===== config.mk =====
export PLATFORM = sky130hd
export DESIGN_NAME = tcms_ctrl
export DESIGN_NICKNAME = d
export VERILOG_FILES = /design/src/design/tcms_pkg.sv /design/src/design/tcms_ctrl.sv
export SDC_FILE = /design/constraint.sdc
export NUM_CORES = 1
export LEC_CHECK = 0
export ABC_AREA = 1
export BUFFER_PORTS_ARGS = -buffer_cell sky130_fd_sc_hd__buf_2
export CAP_MARGIN = 20
export CORE_AREA = 2 2 39 41
export DETAILED_ROUTE_END_ITERATION = 6
export DIE_AREA = 0 0 41 43
export GPL_ROUTABILITY_DRIVEN = 0
export GPL_TIMING_DRIVEN = 0
export PLACE_DENSITY_LB_ADDON = 0.05
export SLEW_MARGIN = 20
export SYNTH_ARGS = -nofsm -noshare
export SYNTH_HDL_FRONTEND = slang
export SYNTH_SLANG_ARGS = --single-unit

===== constraint.sdc =====
create_clock -name clk -period 3.6 [get_ports clk]
set_clock_uncertainty 0.2 [all_clocks]
set_input_delay 0.18 -clock clk [delete_from_list [all_inputs] [get_ports clk]]
set_output_delay 0.18 -clock clk [all_outputs]
set_load 0.01 [all_outputs]

===== src/design/tcms_pkg.sv =====
// Shared types and constants of the tower count-min sketch.
package tcms_pkg;

    localparam int unsigned NUM_REGS  = 5;
    localparam int unsigned SEED_W    = 11;
    localparam int unsigned CFG_IDX_W = 3;
    localparam int unsigned ROW_IDX_W = 3;
    localparam int unsigned KEY_W     = 64;
    localparam int unsigned LEN_W     = 4;
    localparam int unsigned EST_W     = 32;
    localparam int unsigned MOD_STEPS = 3;

    localparam logic [31:0] MM_MUL    = 32'h5bd1e995;
    localparam logic        CMD_QUERY = 1'b1;

    // Controller states.
    typedef enum logic [3:0] {
        ST_CLEAR,
        ST_IDLE,
        ST_KA,
        ST_KB,
        ST_HC,
        ST_FIN,
        ST_MODI,
        ST_MOD,
        ST_RD,
        ST_UPD,
        ST_DONE
    } state_t;

    // Datapath commands.
    typedef enum logic [3:0] {
        OP_NONE,
        OP_LOAD,
        OP_KA,
        OP_KB,
        OP_HC,
        OP_TAIL,
        OP_FIN,
        OP_MOD_INIT,
        OP_MOD_STEP,
        OP_READ,
        OP_UPDATE,
        OP_CLEAR,
        OP_RESULT
    } dp_op_t;

    // Status from the datapath to the controller.
    typedef struct packed {
        logic blocks_left;
        logic clear_done;
        logic mod_last;
        logic last_row;
        logic is_query;
        logic out_full;
    } dp_status_t;

    // All-ones value of a counter of the given row.
    function automatic logic [31:0] ctr_full(input logic [ROW_IDX_W-1:0] row);
        logic [31:0] full;
        case (row)
            3'd0:    full = 32'hffffffff;
            3'd1:    full = 32'h0000ffff;
            3'd2:    full = 32'h000000ff;
            3'd3:    full = 32'h0000000f;
            3'd4:    full = 32'h00000003;
            default: full = 32'h00000000;
        endcase
        return full;
    endfunction

endpackage


===== src/design/tcms_ctrl.sv =====
// Controller state machine of the tower count-min sketch.
module tcms_ctrl
    import tcms_pkg::*;
(
    input  logic       clk,
    input  logic       rst_n,
    input  logic       in_valid,
    input  dp_status_t status,
    output logic       in_ready,
    output dp_op_t     op
);

    state_t state_reg;
    state_t state_next;

    always_ff @(posedge clk or negedge rst_n)
    begin
        if (!rst_n)
        begin
            state_reg <= ST_CLEAR;
        end
        else
        begin
            state_reg <= state_next;
        end
    end

    always_comb
    begin
        state_next = state_reg;
        op         = OP_NONE;
        in_ready   = 1'b0;
        case (state_reg)
            ST_CLEAR:
            begin
                op = OP_CLEAR;
                if (status.clear_done)
                begin
                    state_next = ST_IDLE;
                end
            end
            ST_IDLE:
            begin
                in_ready = 1'b1;
                if (in_valid)
                begin
                    op         = OP_LOAD;
                    state_next = ST_KA;
                end
            end
            ST_KA:
            begin
                // Either start another four-byte block or fold in the tail.
                if (status.blocks_left)
                begin
                    op         = OP_KA;
                    state_next = ST_KB;
                end
                else
                begin
                    op         = OP_TAIL;
                    state_next = ST_FIN;
                end
            end
            ST_KB:
            begin
                op         = OP_KB;
                state_next = ST_HC;
            end
            ST_HC:
            begin
                op         = OP_HC;
                state_next = ST_KA;
            end
            ST_FIN:
            begin
                op         = OP_FIN;
                state_next = ST_MODI;
            end
            ST_MODI:
            begin
                op         = OP_MOD_INIT;
                state_next = ST_MOD;
            end
            ST_MOD:
            begin
                op = OP_MOD_STEP;
                if (status.mod_last)
                begin
                    state_next = ST_RD;
                end
            end
            ST_RD:
            begin
                op         = OP_READ;
                state_next = ST_UPD;
            end
            ST_UPD:
            begin
                op = OP_UPDATE;
                if (!status.last_row)
                begin
                    state_next = ST_KA;
                end
                else if (status.is_query)
                begin
                    state_next = ST_DONE;
                end
                else
                begin
                    state_next = ST_IDLE;
                end
            end
            ST_DONE:
            begin
                if (!status.out_full)
                begin
                    op         = OP_RESULT;
                    state_next = ST_IDLE;
                end
            end
            default:
            begin
                state_next = ST_CLEAR;
            end
        endcase
    end

endmodule


==> flow_summary_export.csv, run 1 <==
group,metric,value,unit
clocking,clkSinkCount,4,
finish,fillerInstances,154,
timing,max_freq,556,MHz
timing,holdWs,0.0732,ns
critical_path,reg2reg_setup_slack,2.11,ns
critical_path,critical_path.endpoint_type,"output pin",
power,power_total,0.470,mW
power,vdd_drop_max,0.000381,V
power,power_per_cell_area,905,nW/um^2
grt,grt_pass1_wl,1820,microns
critical_path,path_max_fanout,5,
route,detail_route.wl_per_cell,9.72,microns
grt,grt_overflow_total,0,
floorplanning,io_pins,14,
logic_synthesis,yosys-top-cells-area,"sky130_fd_sc_hd__dfrtp_1 (25%), sky130_fd_sc_hd__nand2_1 (21%), sky130_fd_sc_hd__nand3_1 (15%), sky130_fd_sc_hd__inv_1 (10%), sky130_fd_sc_hd__nor2_1 (7.5%)",
floorplanning,floorplan.die_area,1760,sq um
logic_synthesis,synth.ff_latch_count,4,
power,p_leak,0.321,nW
floorplanning,floorplan_die_width,41,microns
hold_path,min_delay_worst_endpoint,"state_reg[3]",
clocking,cts_made_buffers,3,
timing,finalSetupViolCount,0,
critical_path,startpoint_class_of_the_critical_path,"flop",
floorplanning,placeableCoreArea,1380,sq um
placement,dp.final_hpwl,884,microns
logic_synthesis,synth.top_cell.area_share,24.9,%
clocking,insertion_delay,0.23,ns
logic_synthesis,netlist_top_cells_count,"sky130_fd_sc_hd__nand2_1 (22), sky130_fd_sc_hd__nand3_1 (12), sky130_fd_sc_hd__inv_1 (11)",
critical_path,crit_type,"reg2out",
timing,grt_setup_unrepaired,"no",
finish,diode_insertion_count_for_antenna_repair,0,
logic_synthesis,synthDistinctLibCells,13,
critical_path,worstReg2RegEnd,"state_reg[1]",
clocking,cts.clk_slew.worst_paths,0.04,ns
route,dr_total_vias,468,
hold_path,holdCritPathClass,"in2reg",
logic_synthesis,syn_inst,72,
timing,hold_viol_final,0,
critical_path,cp_slowest_cell,"sky130_fd_sc_hd__dfrtp_1",
route,detail_route.vias_per_cell,4.46,
hold_path,holdPathStages,3,
finish,largest_register_ff_count,4,
clocking,cts_root_buffer,"sky130_fd_sc_hd__clkbuf_4",
route,drt_pass1_iterations,4,
route,initialDrtViolationCount,6,
placement,placed_cells,101,
floorplanning,core.rowCount,14,
timing,fin_setup_tns,0,ns
finish,nets,100,
logic_synthesis,synth-warning-count,0,
critical_path,worst_ep_required_time,3.22,ns
floorplanning,initial_utilization,29.0,%
critical_path,timing.reg2reg.worst_path_depth,6,
critical_path,critPathMaxStageDelay,0.41,ns
route,drt.antenna.violating_nets,0,
flow_run,cap_viol_max_count,0,
route,residual_drc_count,0,
clocking,postCtsResizedCells,0,
critical_path,crit_chain,"inv_1, nand2_1, nor2_1, a21oi_1, nand3_1, buf_2",
logic_synthesis,synth-edff-count,0,
clocking,clock_tree_buf_depth,2,
logic_synthesis,netlist_area,402,sq um
route,totalWireLength,1020,microns
grt,grt.total_usage,15.3,%
critical_path,crit_path_buffers_inverters,2,
placement,placement.io_buffers,13,
finish,synthToLayoutAreaGrowth,29.3,%
logic_synthesis,post-synth-top-count-cell,"sky130_fd_sc_hd__nand2_1",
critical_path,crit_arrival,1.42,ns
logic_synthesis,synthArstFlopShare,100,%
timing,worst_pin_slew,0.374,ns
hold_path,min_from,"status[0]",
run_status,result_of_the_run,"finished clean",
finish,post-route-util,37.5,%
clocking,cts_tree,"built",
logic_synthesis,synth_area_leader_cell,"sky130_fd_sc_hd__dfrtp_1",
critical_path,timing.rr.start,"state_reg[2]",
logic_synthesis,syn_nets,81,
timing,slew-limit-headroom,75.0,%
timing,min_period_over_period,50.0,%
timing,period_needed,1.80,ns
grt,via_count_of_the_first_global_routing_pass,436,
finish,final-instance-count-excl-fill,105,
finish,drive_gt1_share,22.5,%
critical_path,worst_path_dominant_cell_family,"flip-flops",
grt,pin_count_of_the_biggest_net_entering_global_routing,8,
logic_synthesis,postSynth.topFlopCell,"sky130_fd_sc_hd__dfrtp_1",
floorplanning,die_h,43,microns
grt,grt_antenna_before_repair,0,
clocking,h_tree_levels,1,
logic_synthesis,postSynthAreaPerCell,5.58,sq um
timing,number_of_max_slew_violations_in_the_final_report,0,
logic_synthesis,yosysSeqAreaShare,24.9,%
==> how the worst max path moves through the flow <==
stage / cells past startpoint / from / end
after floorplan: 5 / state_reg[2] / op[1]
after CTS: 6 / state_reg[2] / op[1]
after global routing: 6 / state_reg[2] / op[1]
after global placement: 6 / state_reg[2] / op[1]
after detailed placement: 6 / state_reg[2] / op[1]
final: 6 / state_reg[2] / op[1]
==> timing repair <==
action,in CTS,in global routing
hold buffers,1,0
setup buffers,0,0
hold endpoints to repair,4,0
==> where the power goes <==
group / switching, mW / total (mW) / internal [mW]
sequential: 0.0323 / 0.0994 / 0.0672
clock: 0.0161 / 0.0532 / 0.0371
combinational: 0.197 / 0.317 / 0.120
==> final cells by class <==
cell class | instances | area [sq um] | share of cell area, %
clock buffers | 3 | 22.5 | 4.34
multi-input cells | 56 | 256 | 49.4
repair buffers | 14 | 75.1 | 14.5
flip-flops and latches | 4 | 100 | 19.3
well taps | 16 | 20.0 | 3.86
inverters | 12 | 45.0 | 8.67
==> worst reg2reg max path, stage by stage (launching register included) <==
cell and delay, ns:
sky130_fd_sc_hd__dfrtp_1 0.41, sky130_fd_sc_hd__nor2_1 0.34, sky130_fd_sc_hd__nand3b_1 0.12, sky130_fd_sc_hd__nand2_1 0.12, sky130_fd_sc_hd__nor2_2 0.06, sky130_fd_sc_hd__nand2_1 0.06
sky130_fd_sc_hd__nand2_1 0.05
==> cells by family (layout without fill, tap and decap cells) <==
kind of cell | count (synthesis) | after routing | share of synthesized area, %
simple gates | 47 | 47 | 51.4
buf+inv | 12 | 29 | 11.2
flops | 4 | 4 | 24.9
compound gates | 9 | 9 | 12.5
==> routing by layer <==
layer | vias up | wire [microns] | share of wire [%] | GRT usage, %
li1 | 266 | - | - | -
met1 | 196 | 505 | 49 | 22.5
met2 | 6 | 489 | 48 | 21.3
met3 | 0 | 26 | 2.5 | 6.28
met4 | 0 | 0 | 0 | 2.00
met5 | - | 0 | 0 | 0
==> cells in the final DEF (no fill, tap or decap) <==
cell	count
sky130_fd_sc_hd__dlygate4sd3_1	1
sky130_fd_sc_hd__nand3b_1	2
sky130_fd_sc_hd__o21ai_0	3
sky130_fd_sc_hd__dfrtp_1	4
sky130_fd_sc_hd__nand2_2	1
sky130_fd_sc_hd__nand2_1	22
sky130_fd_sc_hd__nor2_2	2
sky130_fd_sc_hd__inv_2	1
sky130_fd_sc_hd__a21oi_1	4
sky130_fd_sc_hd__buf_2	13
sky130_fd_sc_hd__nor2_1	8
sky130_fd_sc_hd__nand3_1	12
sky130_fd_sc_hd__inv_1	11
sky130_fd_sc_hd__clkbuf_4	3
sky130_fd_sc_hd__o211ai_1	1
sky130_fd_sc_hd__a22oi_1	1
==> stage by stage <==
step / area, sq um / setup slack [ns]
floorplan: 402 / 2.27
finish: 519 / 1.80
detailed placement: 487 / 2.04
CTS: 519 / 1.78
global route: 519 / 1.68
global placement: 487 / 2.04
Power figures use the tool's default switching activity.
==> inputs of run 2 (changes only) <==
==> constraint.sdc (replaced) <==
create_clock -name clk -period 1.52 [get_ports clk]
set_clock_uncertainty 0.2 [all_clocks]
set_input_delay 0.076 -clock clk [delete_from_list [all_inputs] [get_ports clk]]
set_output_delay 0.076 -clock clk [all_outputs]
set_load 0.01 [all_outputs]
==> run 2 against run 1 <==
  * Design area rose by 31%
  * Setup slack got worse by 1.8 ns
  * Critical path depth fell by 1
  * Flip-flop and latch count did not move
  * Total power rose to 3.1 times the previous value
  * The run now ends with negative setup slack left
  * Register-to-register slack got worse by 2.1 ns
  * Routed wire length rose by 27%
  * Non-clock buffer count rose by 10
  * Global-route usage rose by 1.8 points
  * Via count rose by 16%
==> flow_summary_export.csv, run 2 (synthesis gave the netlist of run 1 again) <==
group,metric,value,unit
timing,worst_slack,-0.0410,ns
grt,grt_overflow_total,0,
clocking,insertion_delay,0.23,ns
grt,grt_pass1_wl,2030,microns
placement,placement.io_buffers,13,
critical_path,path_max_fanout,5,
critical_path,crit_arrival,1.29,ns
grt,grt.total_usage,17.1,%
route,initialDrtViolationCount,12,
finish,diode_insertion_count_for_antenna_repair,0,
placement,placed_cells,101,
route,drt_pass1_iterations,4,
power,p_leak,0.373,nW
finish,post-route-cell-area,678,sq um
critical_path,worst_setup_path_endpoint,"op[0]",
finish,synthToLayoutAreaGrowth,68.8,%
hold_path,holdCritPathClass,"in2reg",
critical_path,timing.rr.start,"state_reg[2]",
timing,slew-limit-headroom,83.6,%
run_status,violations,"negative setup slack",
route,residual_drc_count,0,
floorplanning,core.rowCount,14,
timing,hold_viol_final,0,
route,detail_route.wl_per_cell,11.3,microns
clocking,clock_tree_buf_depth,2,
power,power_total,1.47,mW
grt,via_count_of_the_first_global_routing_pass,481,
critical_path,worstReg2RegEnd,"state_reg[0]",
floorplanning,placeableCoreArea,1380,sq um
route,drt.antenna.violating_nets,0,
finish,nets,110,
clocking,clkSinkCount,4,
critical_path,startpoint_class_of_the_critical_path,"flop",
critical_path,timing.reg2reg.worst_path_depth,9,
finish,post-route-util,49.0,%
clocking,cts_root_buffer,"sky130_fd_sc_hd__clkbuf_4",
timing,grt_setup_unrepaired,"yes",
critical_path,reg2reg_setup_slack,0.05,ns
finish,fillerInstances,149,
timing,min_period_over_period,103,%
floorplanning,die_h,43,microns
finish,most-common-layout-cells,"sky130_fd_sc_hd__nand2_1 (16), sky130_fd_sc_hd__buf_2 (13), sky130_fd_sc_hd__nand3_1 (12)",
critical_path,worst_ep_required_time,1.24,ns
run_status,result_of_the_run,"complete, but fails checks",
route,detail_route.vias_per_cell,4.74,
placement,dp.final_hpwl,884,microns
placement,cell_area_after_placement,487,sq um
flow_run,cap_viol_max_count,0,
route,totalWireLength,1290,microns
route,dr_total_vias,545,
floorplanning,io_pins,14,
power,power_per_cell_area,2170,nW/um^2
clocking,cts_tree,"built",
clocking,cts.clk_slew.worst_paths,0.04,ns
finish,largest_register_ff_count,4,
power,vdd_drop_max,0.00114,V
finish,drive_gt1_share,50.5,%
floorplanning,initial_utilization,29.0,%
critical_path,crit_type,"reg2out",
timing,max_freq,641,MHz
clocking,cts_made_buffers,3,
timing,worst_pin_slew,0.244,ns
timing,period_needed,1.56,ns
critical_path,cp-startpoint,"state_reg[2]",
grt,pin_count_of_the_biggest_net_entering_global_routing,8,
finish,final-instance-count-excl-fill,115,
timing,holdWs,0.000602,ns
timing,finalSetupViolCount,4,
floorplanning,floorplan.die_area,1760,sq um
critical_path,critical_path.endpoint_type,"output pin",
floorplanning,floorplan_die_width,41,microns
finish,mostFrequentLayoutCell,"sky130_fd_sc_hd__nand2_1",
clocking,h_tree_levels,1,
timing,number_of_max_slew_violations_in_the_final_report,0,
grt,grt_antenna_before_repair,0,
run 2: changes by cell type in the layout (fill, tap and decap cells not counted), moves of 4 or more:
cell	change
sky130_fd_sc_hd__nor2_1	-6
sky130_fd_sc_hd__nand2_1	-6
sky130_fd_sc_hd__dfrtp_2	+4
sky130_fd_sc_hd__buf_4	+7
sky130_fd_sc_hd__nor2_4	+4
sky130_fd_sc_hd__nand2_2	+5
sky130_fd_sc_hd__dfrtp_1	-4
run 2: metal layers:
metal	wire length, microns	vias to the layer above	global-route usage [%]	part of all wire (%)
met5	0	-	0	0
met4	0	0	2.00	0
met3	41	0	6.28	3.2
met2	666	12	25.9	51
met1	586	243	23.4	45
li1	-	290	-	-
run 2: how the worst min path moves through the flow:
stage	cells after the start	slack, ns	end	start
2_1_floorplan	0	-0.42	state_reg[0]	rst_n
3_3_place_gp	1	-0.32	state_reg[0]	rst_n
3_5_place_dp	1	-0.32	state_reg[0]	rst_n
4_1_cts	5	0.003	state_reg[3]	status[1]
5_1_grt	5	0.04	state_reg[0]	status[2]
6_report	5	0.0006	state_reg[3]	status[1]
run 2: metrics by stage:
step	TNS (ns)	worst slack [ns]
after floorplan	0	0.197
after global placement	0	0.0227
after detailed placement	0	0.0394
after CTS	-0.132	-0.0404
after global routing	-0.459	-0.103
final	-0.114	-0.0410
run 2: critical path, cell delays in order (launching register included):
cell and delay [ns]:
sky130_fd_sc_hd__dfrtp_2 0.44, sky130_fd_sc_hd__inv_2 0.07, sky130_fd_sc_hd__buf_4 0.14, sky130_fd_sc_hd__a22oi_2 0.17
sky130_fd_sc_hd__nand3_1 0.09, sky130_fd_sc_hd__buf_2 0.14
run 2: repair_timing:
| action | CTS | global route |
|---|---|---|
| endpoints found under the setup margin | 5 | 7 |
| pin swaps | 5 | 2 |
| hold endpoints to repair | 6 | 0 |
| setup buffers | 7 | 0 |
| hold buffers | 4 | 0 |
| gates resized for setup | 17 | 11 |
run 2: cell type report:
cell class / count / area, sq um / area share [%]
timing repair buffer: 24 / 158 / 23.2
clock buffer: 3 / 22.5 / 3.32
tap: 16 / 20.0 / 2.95
inverter: 12 / 45.0 / 6.64
sequential: 4 / 105 / 15.5
multi-input combinational: 56 / 328 / 48.3
run 2: power by group:
| group | total, mW | internal (mW) | leakage [nW] | switching [mW] |
|---|---|---|---|---|
| clock | 0.127 | 0.0880 | 0.0138 | 0.0392 |
| sequential | 0.283 | 0.169 | 0.0454 | 0.114 |
| combinational | 1.06 | 0.451 | 0.313 | 0.610 |
| total | 1.47 | 0.708 | 0.373 | 0.763 |
